### src/rtl/pixel_tone_and_duotone_filter_macros.svh
// assertion macros shared by the pixel tone and duotone filter rtl
// no dependencies; the NO_ASSERTIONS switch leaves every use empty
`ifndef PIXEL_TONE_AND_DUOTONE_FILTER_MACROS_SVH
`define PIXEL_TONE_AND_DUOTONE_FILTER_MACROS_SVH

`ifndef NO_ASSERTIONS

// same-cycle implication, disabled in reset
`define PTD_ASSERT_IMP(lbl, clk, rstn, ante, cons, msg) \
    lbl: assert property (@(posedge clk) disable iff (!rstn) (ante) |-> (cons)) \
        else $error(msg);

// next-cycle implication, disabled in reset
`define PTD_ASSERT_NEXT(lbl, clk, rstn, ante, cons, msg) \
    lbl: assert property (@(posedge clk) disable iff (!rstn) (ante) |=> (cons)) \
        else $error(msg);

`else

`define PTD_ASSERT_IMP(lbl, clk, rstn, ante, cons, msg)

`define PTD_ASSERT_NEXT(lbl, clk, rstn, ante, cons, msg)

`endif

`endif

### src/rtl/ptdf_pkg.sv
// shared types, register indexes and mode codes of the tone and duotone filter
// no dependencies
package ptdf_pkg;

    // register indexes of the write port
    localparam logic [2:0] REG_MODE       = 3'd0;
    localparam logic [2:0] REG_BRIGHTNESS = 3'd1;
    localparam logic [2:0] REG_CONTRAST   = 3'd2;
    localparam logic [2:0] REG_THRESHOLD  = 3'd3;
    localparam logic [2:0] REG_DARK       = 3'd4;
    localparam logic [2:0] REG_BRIGHT     = 3'd5;
    localparam logic [2:0] REG_GRAD_EN    = 3'd6;
    localparam logic [2:0] REG_ROWS       = 3'd7;

    // filter modes
    localparam logic [2:0] MODE_PASS       = 3'd0;
    localparam logic [2:0] MODE_BRIGHTNESS = 3'd1;
    localparam logic [2:0] MODE_CONTRAST   = 3'd2;
    localparam logic [2:0] MODE_INVERT     = 3'd3;
    localparam logic [2:0] MODE_THRESHOLD  = 3'd4;
    localparam logic [2:0] MODE_DUOTONE    = 3'd5;

    // reset values of the registers
    localparam logic [2:0]  RST_MODE       = MODE_PASS;
    localparam logic [6:0]  RST_BRIGHTNESS = 7'd50;
    localparam logic [6:0]  RST_CONTRAST   = 7'd50;
    localparam logic [7:0]  RST_THRESHOLD  = 8'd127;
    localparam logic [47:0] RST_DARK       = 48'h0;
    localparam logic [47:0] RST_BRIGHT     = 48'hFFFF_FFFF_FFFF;
    localparam logic [1:0]  RST_GRAD_EN    = 2'd0;
    localparam logic [11:0] RST_ROWS       = 12'd480;

    // default depth of the queue between front and back
    localparam int QUEUE_DEPTH_DEF = 4;

    localparam int CFG_DATA_W = 48;

    typedef struct packed {
        logic [2:0]  mode;
        logic [6:0]  brightness;
        logic [6:0]  contrast;
        logic [7:0]  threshold;
        logic [47:0] dark;
        logic [47:0] bright;
        logic [1:0]  grad_en;
        logic [11:0] rows;
    } t_cfg;

    // one classified pixel: channel 0 blue, 1 green, 2 red
    typedef struct packed {
        logic [2:0][7:0]  pix;
        logic [2:0][14:0] cnum;
        logic             bin;
        logic [10:0]      row;
        logic             row_end;
        logic             frame_end;
    } t_item;

endpackage

### src/rtl/ptdf_front.sv
// front part: takes pixels, forms gray level, binary class and contrast products
// depends on ptdf_pkg; keeps the row counter
module ptdf_front (
    input  logic              i_clk,
    input  logic              i_rst_n,
    input  ptdf_pkg::t_cfg    i_cfg,
    input  logic              i_s_axis_tvalid,
    output logic              o_s_axis_tready,
    input  logic [23:0]       i_s_axis_tdata,   // blue, green, red
    input  logic              i_s_axis_tlast,   // row end
    input  logic              i_s_axis_tuser,   // frame end
    input  logic              i_push_ready,
    output logic              o_push,
    output ptdf_pkg::t_item   o_item
);

    localparam logic [21:0] WEIGHT_B   = 22'd1868;
    localparam logic [21:0] WEIGHT_G   = 22'd9617;
    localparam logic [21:0] WEIGHT_R   = 22'd4899;
    localparam logic [21:0] GRAY_ROUND = 22'd8192;

    logic [10:0] r_row;
    logic [10:0] n_row;
    logic [21:0] gray_sum;
    logic [7:0]  gray;
    logic        accept;

    assign o_s_axis_tready = i_push_ready;
    assign accept          = i_s_axis_tvalid && i_push_ready;
    assign o_push          = accept;

    // gray level
    always_comb begin
        gray_sum = {14'd0, i_s_axis_tdata[7:0]} * WEIGHT_B
                 + {14'd0, i_s_axis_tdata[15:8]} * WEIGHT_G
                 + {14'd0, i_s_axis_tdata[23:16]} * WEIGHT_R
                 + GRAY_ROUND;
        gray     = gray_sum[21:14];
    end

    // item fields
    always_comb begin
        for (int k = 0; k < 3; k++) begin
            o_item.pix[k]  = i_s_axis_tdata[8*k +: 8];
            o_item.cnum[k] = {7'd0, i_s_axis_tdata[8*k +: 8]} * {8'd0, i_cfg.contrast};
        end
        o_item.bin       = gray > i_cfg.threshold;
        o_item.row       = r_row;
        o_item.row_end   = i_s_axis_tlast;
        o_item.frame_end = i_s_axis_tuser;
    end

    // row counter: frame end clears, row end advances
    always_comb begin
        n_row = r_row;
        if (accept) begin
            if (i_s_axis_tuser) begin
                n_row = 11'd0;
            end else if (i_s_axis_tlast) begin
                n_row = r_row + 11'd1;
            end
        end
    end

    always_ff @(posedge i_clk) begin
        if (!i_rst_n) begin
            r_row <= 11'd0;
        end else begin
            r_row <= n_row;
        end
    end

endmodule

### src/rtl/ptdf_queue.sv
// short queue of classified pixels between front and back
// depends on ptdf_pkg for the item type
module ptdf_queue #(
    parameter int DEPTH = ptdf_pkg::QUEUE_DEPTH_DEF
) (
    input  logic            i_clk,
    input  logic            i_rst_n,
    input  logic            i_push,
    input  ptdf_pkg::t_item i_item,
    output logic            o_push_ready,
    input  logic            i_pop,
    output logic            o_valid,
    output ptdf_pkg::t_item o_item
);

    localparam int PTR_W = (DEPTH > 1) ? $clog2(DEPTH) : 1;
    localparam int CNT_W = $clog2(DEPTH + 1);

    ptdf_pkg::t_item r_mem [DEPTH];
    logic [PTR_W-1:0] r_wr_ptr;
    logic [PTR_W-1:0] r_rd_ptr;
    logic [CNT_W-1:0] r_count;
    logic [PTR_W-1:0] n_wr_ptr;
    logic [PTR_W-1:0] n_rd_ptr;
    logic [CNT_W-1:0] n_count;
    logic             do_push;
    logic             do_pop;

    assign o_push_ready = r_count != CNT_W'(DEPTH);
    assign o_valid      = r_count != '0;
    assign o_item       = r_mem[r_rd_ptr];
    assign do_push      = i_push && o_push_ready;
    assign do_pop       = i_pop && o_valid;

    // pointer and fill count update
    always_comb begin
        n_wr_ptr = r_wr_ptr;
        n_rd_ptr = r_rd_ptr;
        n_count  = r_count;
        if (do_push) begin
            n_wr_ptr = (r_wr_ptr == PTR_W'(DEPTH - 1)) ? '0 : r_wr_ptr + PTR_W'(1);
        end
        if (do_pop) begin
            n_rd_ptr = (r_rd_ptr == PTR_W'(DEPTH - 1)) ? '0 : r_rd_ptr + PTR_W'(1);
        end
        if (do_push && !do_pop) begin
            n_count = r_count + CNT_W'(1);
        end else if (do_pop && !do_push) begin
            n_count = r_count - CNT_W'(1);
        end
    end

    always_ff @(posedge i_clk) begin
        if (!i_rst_n) begin
            r_wr_ptr <= '0;
            r_rd_ptr <= '0;
            r_count  <= '0;
        end else begin
            r_wr_ptr <= n_wr_ptr;
            r_rd_ptr <= n_rd_ptr;
            r_count  <= n_count;
        end
    end

    // storage
    always_ff @(posedge i_clk) begin
        if (do_push) begin
            r_mem[r_wr_ptr] <= i_item;
        end
    end

endmodule

### src/rtl/ptdf_back.sv
// back part: applies the selected filter and owns the per-row gradient engine
// depends on ptdf_pkg and the assertion macro header
`include "pixel_tone_and_duotone_filter_macros.svh"

module ptdf_back (
    input  logic            i_clk,
    input  logic            i_rst_n,
    input  ptdf_pkg::t_cfg  i_cfg,
    input  logic            i_cfg_we,
    input  logic            i_q_valid,
    input  ptdf_pkg::t_item i_q_item,
    output logic            o_q_pop,
    output logic            o_m_axis_tvalid,
    input  logic            i_m_axis_tready,
    output logic [23:0]     o_m_axis_tdata,   // blue, green, red
    output logic            o_m_axis_tlast,   // row end
    output logic            o_m_axis_tuser    // frame end
);

    localparam logic [1:0] ENG_IDLE = 2'd0;
    localparam logic [1:0] ENG_MUL  = 2'd1;
    localparam logic [1:0] ENG_DIV  = 2'd2;
    localparam logic [2:0] LAST_IDX = 3'd5;
    localparam logic [12:0] RECIP_50 = 13'd5243;

    // engine state
    logic [1:0]  r_eng_state, n_eng_state;
    logic [2:0]  r_eng_idx, n_eng_idx;
    logic [2:0]  r_eng_bit, n_eng_bit;
    logic [19:0] r_eng_rem, n_eng_rem;
    logic [7:0]  r_eng_q, n_eng_q;
    logic [10:0] r_eng_row, n_eng_row;
    logic        r_cache_valid, n_cache_valid;
    logic [10:0] r_cache_row, n_cache_row;
    logic [23:0] r_dark_grad, n_dark_grad;
    logic [23:0] r_bright_grad, n_bright_grad;

    // output register
    logic        r_out_valid, n_out_valid;
    logic [23:0] r_out_pix, n_out_pix;
    logic        r_out_last, n_out_last;
    logic        r_out_user, n_out_user;

    // engine datapath
    logic        sel_bright;
    logic [1:0]  eng_ch;
    logic [23:0] col_start, col_end;
    logic [7:0]  c1, c2;
    logic [11:0] den;
    logic        few_rows;
    logic [11:0] erow;
    logic [19:0] eng_num;
    logic [19:0] den_sh;
    logic        ge;
    logic [7:0]  q_new;
    logic [7:0]  eng_byte;
    logic        eng_done_val;
    logic        eng_finish;
    logic        eng_busy;
    logic        eng_start;

    // item side
    logic        need_grad;
    logic        hit;
    logic        can_load;
    logic [23:0] res_pix;

    function automatic logic [7:0] bright_chan(input logic [7:0] c, input logic [6:0] lvl);
        logic [8:0] t;
        logic [8:0] d;
        t = {1'b0, c} + {2'b0, lvl};
        d = t - 9'd50;
        if (t < 9'd50) begin
            return 8'd0;
        end else if (d > 9'd255) begin
            return 8'hFF;
        end
        return d[7:0];
    endfunction

    // num / 50 by reciprocal (exact below 2^15), round half to even, saturate
    function automatic logic [7:0] contrast_chan(input logic [14:0] num);
        logic [27:0] prod;
        logic [9:0]  q;
        logic [14:0] qm;
        logic [14:0] r;
        logic        up;
        logic [10:0] q2;
        prod = {13'd0, num} * {15'd0, RECIP_50};
        q    = prod[27:18];
        qm   = {5'd0, q} * 15'd50;
        r    = num - qm;
        up   = (r > 15'd25) || ((r == 15'd25) && q[0]);
        q2   = {1'b0, q} + {10'd0, up};
        if (q2 > 11'd255) begin
            return 8'hFF;
        end
        return q2[7:0];
    endfunction

    assign eng_busy = r_eng_state != ENG_IDLE;
    assign can_load = !r_out_valid || i_m_axis_tready;
    assign hit      = r_cache_valid && (r_cache_row == i_q_item.row);

    // does the head pixel take a gradient color
    always_comb begin
        need_grad = (i_cfg.mode == ptdf_pkg::MODE_DUOTONE)
                 && ((!i_q_item.bin && i_cfg.grad_en[0]) || (i_q_item.bin && i_cfg.grad_en[1]));
    end

    assign o_q_pop   = i_q_valid && can_load && !eng_busy && (!need_grad || hit);
    assign eng_start = i_q_valid && !eng_busy && need_grad && !hit;

    // gradient engine operands
    always_comb begin
        sel_bright = r_eng_idx >= 3'd3;
        eng_ch     = sel_bright ? 2'(r_eng_idx - 3'd3) : r_eng_idx[1:0];
        col_start  = sel_bright ? i_cfg.bright[23:0] : i_cfg.dark[23:0];
        col_end    = sel_bright ? i_cfg.bright[47:24] : i_cfg.dark[47:24];
        c1         = col_start[{eng_ch, 3'b000} +: 8];
        c2         = col_end[{eng_ch, 3'b000} +: 8];
        den        = i_cfg.rows - 12'd1;
        few_rows   = i_cfg.rows < 12'd2;
        erow       = ({1'b0, r_eng_row} > den) ? den : {1'b0, r_eng_row};
        eng_num    = ({12'd0, c1} * {8'd0, den - erow}) + ({12'd0, c2} * {8'd0, erow});
        den_sh     = {8'd0, den} << r_eng_bit;
        ge         = r_eng_rem >= den_sh;
        q_new      = {r_eng_q[6:0], ge};
    end

    // gradient engine sequencing, per channel: one multiply step, then eight quotient bits (none when rows < 2)
    always_comb begin
        n_eng_state   = r_eng_state;
        n_eng_idx     = r_eng_idx;
        n_eng_bit     = r_eng_bit;
        n_eng_rem     = r_eng_rem;
        n_eng_q       = r_eng_q;
        n_eng_row     = r_eng_row;
        n_cache_valid = r_cache_valid;
        n_cache_row   = r_cache_row;
        n_dark_grad   = r_dark_grad;
        n_bright_grad = r_bright_grad;
        eng_byte      = q_new;
        eng_done_val  = 1'b0;
        eng_finish    = 1'b0;
        case (r_eng_state)
            ENG_IDLE: begin
                if (eng_start) begin
                    n_eng_state = ENG_MUL;
                    n_eng_idx   = 3'd0;
                    n_eng_row   = i_q_item.row;
                end
            end
            ENG_MUL: begin
                if (few_rows) begin
                    eng_byte     = c1;
                    eng_done_val = 1'b1;
                end else begin
                    n_eng_rem   = eng_num;
                    n_eng_bit   = 3'd7;
                    n_eng_q     = 8'd0;
                    n_eng_state = ENG_DIV;
                end
            end
            ENG_DIV: begin
                n_eng_q = q_new;
                if (ge) begin
                    n_eng_rem = r_eng_rem - den_sh;
                end
                if (r_eng_bit == 3'd0) begin
                    eng_done_val = 1'b1;
                end else begin
                    n_eng_bit = r_eng_bit - 3'd1;
                end
            end
            default: begin
                n_eng_state = ENG_IDLE;
            end
        endcase
        // store a finished channel and move on
        if (eng_done_val) begin
            if (sel_bright) begin
                n_bright_grad[{eng_ch, 3'b000} +: 8] = eng_byte;
            end else begin
                n_dark_grad[{eng_ch, 3'b000} +: 8] = eng_byte;
            end
            if (r_eng_idx == LAST_IDX) begin
                eng_finish    = 1'b1;
                n_eng_state   = ENG_IDLE;
                n_cache_valid = 1'b1;
                n_cache_row   = r_eng_row;
            end else begin
                n_eng_idx   = r_eng_idx + 3'd1;
                n_eng_state = ENG_MUL;
            end
        end
        // any register write makes the cached colors stale
        if (i_cfg_we) begin
            n_cache_valid = 1'b0;
        end
    end

    // per-channel result of the head pixel
    always_comb begin
        for (int k = 0; k < 3; k++) begin
            case (i_cfg.mode)
                ptdf_pkg::MODE_BRIGHTNESS: begin
                    res_pix[8*k +: 8] = bright_chan(i_q_item.pix[k], i_cfg.brightness);
                end
                ptdf_pkg::MODE_CONTRAST: begin
                    res_pix[8*k +: 8] = contrast_chan(i_q_item.cnum[k]);
                end
                ptdf_pkg::MODE_INVERT: begin
                    res_pix[8*k +: 8] = ~i_q_item.pix[k];
                end
                ptdf_pkg::MODE_THRESHOLD: begin
                    res_pix[8*k +: 8] = {8{i_q_item.bin}};
                end
                ptdf_pkg::MODE_DUOTONE: begin
                    if (need_grad) begin
                        res_pix[8*k +: 8] = i_q_item.bin ? r_bright_grad[8*k +: 8]
                                                         : r_dark_grad[8*k +: 8];
                    end else begin
                        res_pix[8*k +: 8] = {8{i_q_item.bin}};
                    end
                end
                default: begin
                    res_pix[8*k +: 8] = i_q_item.pix[k];
                end
            endcase
        end
    end

    // output register load
    always_comb begin
        n_out_valid = r_out_valid;
        n_out_pix   = r_out_pix;
        n_out_last  = r_out_last;
        n_out_user  = r_out_user;
        if (can_load) begin
            n_out_valid = o_q_pop;
        end
        if (o_q_pop) begin
            n_out_pix  = res_pix;
            n_out_last = i_q_item.row_end;
            n_out_user = i_q_item.frame_end;
        end
    end

    always_ff @(posedge i_clk) begin
        if (!i_rst_n) begin
            r_eng_state   <= ENG_IDLE;
            r_cache_valid <= 1'b0;
            r_out_valid   <= 1'b0;
        end else begin
            r_eng_state   <= n_eng_state;
            r_cache_valid <= n_cache_valid;
            r_out_valid   <= n_out_valid;
        end
    end

    always_ff @(posedge i_clk) begin
        r_eng_idx     <= n_eng_idx;
        r_eng_bit     <= n_eng_bit;
        r_eng_rem     <= n_eng_rem;
        r_eng_q       <= n_eng_q;
        r_eng_row     <= n_eng_row;
        r_cache_row   <= n_cache_row;
        r_dark_grad   <= n_dark_grad;
        r_bright_grad <= n_bright_grad;
        r_out_pix     <= n_out_pix;
        r_out_last    <= n_out_last;
        r_out_user    <= n_out_user;
    end

    assign o_m_axis_tvalid = r_out_valid;
    assign o_m_axis_tdata  = r_out_pix;
    assign o_m_axis_tlast  = r_out_last;
    assign o_m_axis_tuser  = r_out_user;

    // checks
    `PTD_ASSERT_IMP(a_pop_engine_idle, i_clk, i_rst_n, o_q_pop, r_eng_state == ENG_IDLE, "pixel request taken while gradient engine busy")
    `PTD_ASSERT_IMP(a_grad_from_cache, i_clk, i_rst_n, o_q_pop && need_grad, hit, "gradient pixel taken without matching row colors")
    `PTD_ASSERT_NEXT(a_finish_fills_cache, i_clk, i_rst_n, eng_finish && !i_cfg_we, r_cache_valid && (r_cache_row == $past(r_eng_row)), "gradient run did not fill the row cache")

endmodule

### src/rtl/pixel_tone_and_duotone_filter.sv
// channel | dir | handshake                         | payload
// s_axis  | in  | i_s_axis_tvalid / o_s_axis_tready | tdata bgr, tlast row end, tuser frame end
// m_axis  | out | o_m_axis_tvalid / i_m_axis_tready | tdata bgr, tlast row end, tuser frame end
// cfg     | in  | i_cfg_we                          | i_cfg_index, i_cfg_data
//
// one pixel per clock while the output is ready, unless a duotone gradient pixel finds no cached
// colors for its row (first such pixel of a row or after any register write): it then waits for
// a start step plus six channels of one multiply and eight divide steps (the multiply alone
// when rows < 2), while the QUEUE_DEPTH-entry queue keeps the input open until it fills; input
// passes through the queue memory and the output register; synchronous active-low reset clears
// the row counter, queue, engine and output valid and loads the register defaults
module pixel_tone_and_duotone_filter #(
    parameter int QUEUE_DEPTH = ptdf_pkg::QUEUE_DEPTH_DEF
) (
    input  logic        i_clk,
    input  logic        i_rst_n,
    input  logic        i_s_axis_tvalid,
    output logic        o_s_axis_tready,
    input  logic [23:0] i_s_axis_tdata,   // in_blue, in_green, in_red
    input  logic        i_s_axis_tlast,   // row_end
    input  logic        i_s_axis_tuser,   // frame_end
    output logic        o_m_axis_tvalid,
    input  logic        i_m_axis_tready,
    output logic [23:0] o_m_axis_tdata,   // out_blue, out_green, out_red
    output logic        o_m_axis_tlast,   // out_row_end
    output logic        o_m_axis_tuser,   // out_frame_end
    input  logic        i_cfg_we,
    input  logic [2:0]  i_cfg_index,
    input  logic [ptdf_pkg::CFG_DATA_W-1:0] i_cfg_data
);

    ptdf_pkg::t_cfg  r_cfg, n_cfg;
    ptdf_pkg::t_item push_item;
    ptdf_pkg::t_item head_item;
    logic            push;
    logic            push_ready;
    logic            head_valid;
    logic            pop;

    // register writes
    always_comb begin
        n_cfg = r_cfg;
        if (i_cfg_we) begin
            case (i_cfg_index)
                ptdf_pkg::REG_MODE:       n_cfg.mode       = i_cfg_data[2:0];
                ptdf_pkg::REG_BRIGHTNESS: n_cfg.brightness = i_cfg_data[6:0];
                ptdf_pkg::REG_CONTRAST:   n_cfg.contrast   = i_cfg_data[6:0];
                ptdf_pkg::REG_THRESHOLD:  n_cfg.threshold  = i_cfg_data[7:0];
                ptdf_pkg::REG_DARK:       n_cfg.dark       = i_cfg_data[47:0];
                ptdf_pkg::REG_BRIGHT:     n_cfg.bright     = i_cfg_data[47:0];
                ptdf_pkg::REG_GRAD_EN:    n_cfg.grad_en    = i_cfg_data[1:0];
                ptdf_pkg::REG_ROWS:       n_cfg.rows       = i_cfg_data[11:0];
                default: begin
                    n_cfg = r_cfg;
                end
            endcase
        end
    end

    always_ff @(posedge i_clk) begin
        if (!i_rst_n) begin
            r_cfg.mode       <= ptdf_pkg::RST_MODE;
            r_cfg.brightness <= ptdf_pkg::RST_BRIGHTNESS;
            r_cfg.contrast   <= ptdf_pkg::RST_CONTRAST;
            r_cfg.threshold  <= ptdf_pkg::RST_THRESHOLD;
            r_cfg.dark       <= ptdf_pkg::RST_DARK;
            r_cfg.bright     <= ptdf_pkg::RST_BRIGHT;
            r_cfg.grad_en    <= ptdf_pkg::RST_GRAD_EN;
            r_cfg.rows       <= ptdf_pkg::RST_ROWS;
        end else begin
            r_cfg <= n_cfg;
        end
    end

    // front: classify pixels
    ptdf_front u_front (
        .i_clk           (i_clk),
        .i_rst_n         (i_rst_n),
        .i_cfg           (r_cfg),
        .i_s_axis_tvalid (i_s_axis_tvalid),
        .o_s_axis_tready (o_s_axis_tready),
        .i_s_axis_tdata  (i_s_axis_tdata),
        .i_s_axis_tlast  (i_s_axis_tlast),
        .i_s_axis_tuser  (i_s_axis_tuser),
        .i_push_ready    (push_ready),
        .o_push          (push),
        .o_item          (push_item)
    );

    // queue between front and back
    ptdf_queue #(
        .DEPTH (QUEUE_DEPTH)
    ) u_queue (
        .i_clk        (i_clk),
        .i_rst_n      (i_rst_n),
        .i_push       (push),
        .i_item       (push_item),
        .o_push_ready (push_ready),
        .i_pop        (pop),
        .o_valid      (head_valid),
        .o_item       (head_item)
    );

    // back: filter and gradient engine
    ptdf_back u_back (
        .i_clk           (i_clk),
        .i_rst_n         (i_rst_n),
        .i_cfg           (r_cfg),
        .i_cfg_we        (i_cfg_we),
        .i_q_valid       (head_valid),
        .i_q_item        (head_item),
        .o_q_pop         (pop),
        .o_m_axis_tvalid (o_m_axis_tvalid),
        .i_m_axis_tready (i_m_axis_tready),
        .o_m_axis_tdata  (o_m_axis_tdata),
        .o_m_axis_tlast  (o_m_axis_tlast),
        .o_m_axis_tuser  (o_m_axis_tuser)
    );

endmodule
### config.mk
export PLATFORM = sky130hd
export DESIGN_NAME = pixel_tone_and_duotone_filter
export DESIGN_NICKNAME = d
export VERILOG_FILES = /design/src/rtl/ptdf_pkg.sv /design/src/rtl/ptdf_front.sv /design/src/rtl/ptdf_queue.sv /design/src/rtl/ptdf_back.sv /design/src/rtl/pixel_tone_and_duotone_filter.sv
export VERILOG_INCLUDE_DIRS = /design/src /design/src/rtl
export SDC_FILE = /design/constraint.sdc
export NUM_CORES = 2
export LEC_CHECK = 0
export BUFFER_PORTS_ARGS = -buffer_cell sky130_fd_sc_hd__buf_4
export CORE_MARGIN = 2
export CORE_UTILIZATION = 50
export DETAILED_ROUTE_END_ITERATION = 10
export GPL_TIMING_DRIVEN = 0
export PLACE_DENSITY = 0.66
export SLEW_MARGIN = 15
export SYNTH_ARGS = -nofsm -noshare
export SYNTH_HDL_FRONTEND = slang
export SYNTH_HIERARCHICAL = 1
export SYNTH_SLANG_ARGS = --single-unit
export TNS_END_PERCENT = 30
### constraint.sdc
create_clock -name i_clk -period 29.2 [get_ports i_clk]
set_clock_uncertainty 0.05 [all_clocks]
set_input_delay 5.84 -clock i_clk [delete_from_list [all_inputs] [get_ports i_clk]]
set_output_delay 5.84 -clock i_clk [all_outputs]
set_load 0.01 [all_outputs]
==> reports/summary.txt <==
=====================================================================================
TritonCTS clock tree                                                              yes
Final GP Congestion                                                             0.929
Leftover overflow at the end of global routing                                      0
Post-synthesis share of cell area spent on and, or, nand and nor gates          0.104
First-pass GRT wire length                                                     245 mm
Most frequent cell after synthesis                                              inv_1
Mean instance size in the synthesized netlist                                10.5 um2
Clock-pin slew on the worst setup and hold paths                                60 ps
1st-iter DRT viols                                                               3247
Port Buffer Count                                                                 106
Number of remaining DRC errors                                                      0
Number of diodes                                                                    0
Slew at the pin closest to its max-slew limit                                 1240 ps
Site Rows                                                                         128
Number of max-slew violations in the final report                                   0
Largest stage delay on the critical path                                       520 ps
Number of instances resized during post-cts repair                                  0
Startpoint kind of the worst setup timing path                           primary input
Headroom to the max-slew limit                                                  0.172
Post-Synth XOR/XNOR Area                                                       0.0364
Synth Cell Area                                                             61200 um2
GRT Resource Usage Total                                                        0.249
Number of setup violations in the final report                                      0
Dominant cell type by area after synthesis                                   edfxtp_1
Maximum achievable frequency                                                 73.6 MHz
Path type of the worst setup path                                        primary input to flip-flop
Portion of synthesized cell area occupied by the leading cell type              0.225
Layout-stage area growth over the synthesis result                              8.71%
Part of the Yosys area used for sequential elements                             0.278
Fraction of registers with async set or reset after synthesis                       0
Clock buffers created by TritonCTS                                                 68
Leading cell types by total area after synthesis                         edfxtp_1 22%, fa_1 18%, ha_1 17%
Fraction of the mapped netlist area in adder cells                              0.355
Max capacitance violation total                                                     0
Primary flip-flop cell chosen by synthesis mapping                           edfxtp_1
Cell type of the slowest stage on the worst timing path                          fa_1
Placed wire-length estimate                                                    123 mm
Initial antenna violation count                                                     4
Floorplan die area                                                         125000 um2
Number of H-tree levels                                                             3
Hold violation total from the final report                                          0
I/O pin count                                                                     110
Number of enable-type register cells in the synthesized netlist                   458
Post-synth cell types                                                             113
Final worst path period need                                                 13590 ps
Pin count of the biggest net entering global routing                               49
Post-Route Setup TNS                                                             0 ps
Skew-Pair Late Insertion Delay                                                 630 ps
Number of detailed-routing iterations run before antenna repair                     6
Filler Cells Inserted                                                           10700
Proportion of layout cells with a drive suffix above 1                         0.0768
Clock sink count                                                                  620
Number of synthesized register bits                                               620
Arr. time, crit path                                                         13900 ps
Effective utilization at floorplan                                              0.503
Number of global-route vias before repair                                       44100
Maximum net fanout on the critical path                                             8
Largest delay contributor family on the critical path                     adder cells
Post-CTS Setup Repair Bufs                                                          0
Die span in x                                                                  354 um
Category of the worst setup path capture point                              flip-flop
Largest buffer count on any clock path                                              3
Most used standard cells in the synthesized netlist                      978 x inv_1, 845 x ha_1, 557 x fa_1
Core Area                                                                  122000 um2
Post-synthesis compound-gate area fraction                                     0.0895
Result of the run                                                        finished clean
Final wirelength                                                               154 mm
Avg WL per Cell                                                               19.9 um
Count of buffer and inverter cells on the critical path                             8
Number of hold-repair buffers added at the cts stage                                0
Warning count from the yosys run                                                    6
Worst Hold Margin                                                              408 ps
RSZ-0062 raised after global routing                                            false
Post-layout nets                                                                 7533
Cell count after synthesis                                                       5860
Setup slack of the most critical reg-to-reg path                             15650 ps
Overall die height                                                             354 um
Hold/Removal Path Class                                                  flip-flop to flip-flop
Count of nets left with antenna violations after detail routing                     0
Vias per cell                                                                    5.57
Buffer type at the clock tree root                                          clkbuf_16
Multiplexer share of the synthesized area                                      0.0626
Largest family of logic cells by synthesized area                         adder cells
Number of vias after detailed routing                                           43000
Worst Path Required                                                          29510 ps
Share of the clock period used by the worst path after layout                   0.465
=====================================================================================
flip-flops by register name, summed over array words and instances (netlist names), 2 cells and up, named ones only:
signal and cells:
u_queue/r_mem 332, u_front/r_row 11, u_back/r_eng_rem 20, u_back/r_eng_bit 3, u_back/r_eng_q 7, u_back/r_eng_row 11, u_back/r_eng_state 2, u_back/r_cache_row 11
u_back/r_eng_idx 3, u_back/r_bright_grad 24, u_queue/r_rd_ptr 2, u_back/o_m_axis_tdata 24, u_queue/r_wr_ptr 2, u_back/r_dark_grad 24, r_cfg 135, u_queue/r_count 3
cells in the final DEF, fill, tap and decap left out, types with 147 or more instances in the layout:
master,count
nor2_1,273
inv_1,978
xnor2_1,175
ha_1,845
dfxtp_1,162
mux2i_1,165
nand2_1,496
fa_1,557
buf_4,147
a21oi_1,255
nor2b_1,156
edfxtp_1,458
per-layer routing:
layer / vias up / wire length, um / global-route usage
li1: 20200 / - / -
met1: 21400 / 69400 / 0.355
met2: 1252 / 71900 / 0.409
met3: 172 / 9490 / 0.0286
met4: 6 / 3070 / 0.0578
met5: - / 39 / 0
layout make-up:
type / instances / area, um2 / area share
multi-input combinational: 4083 / 39700 / 0.596
sequential: 620 / 17000 / 0.255
inverter: 982 / 3690 / 0.0554
tap: 1625 / 2030 / 0.0305
clock buffer: 87 / 1860 / 0.0279
timing repair buffer: 113 / 957 / 0.0144
buffer: 181 / 901 / 0.0135
clock inverter: 38 / 440 / 0.00661
final timing paths:
check,start,to,cells after the start
max reg2reg,flip-flop,u_back/o_m_axis_tdata[23],45
min,r_cfg[71],r_cfg[71],2
min reg2reg,r_cfg[71],r_cfg[71],2
max,i_s_axis_tdata[4],u_queue/r_mem[1][13],34
logic make-up (layout without fill, tap and decap cells):
| kind of cell | count (synthesis) | in the layout |
|---|---|---|
| AND/OR/NAND/NOR | 1328 | 1328 |
| buffers and inverters | 1163 | 1401 |
| other | 2 | 8 |
| adder cells (fa/ha/maj) | 1403 | 1403 |
| AO/OA/AOI/OAI | 818 | 818 |
| multiplexers | 275 | 275 |
| flip-flops | 620 | 620 |
| XOR/XNOR | 251 | 251 |
through the flow:
step                setup WS, ps  area (um2)   util  instances
detailed placement         15110       64300  0.528       7604
CTS                        15640       66600  0.547       7729
global placement           15140       64100  0.527       7597
global route               15010       66600  0.547       7729
finish                     15610       66600  0.547       7729
floorplan                  16110       61300      -       5866
worst min-delay path: cells and delay by family, from the launching register on:
family           cells  cell delay [ps]
AND/OR/NAND/NOR      1               50
flip-flops           1              310
multiplexers         1               50
Power is left out: the tool's default activity adds up to more than one toggle a clock period on the data nets, which glitch-free logic cannot reach.
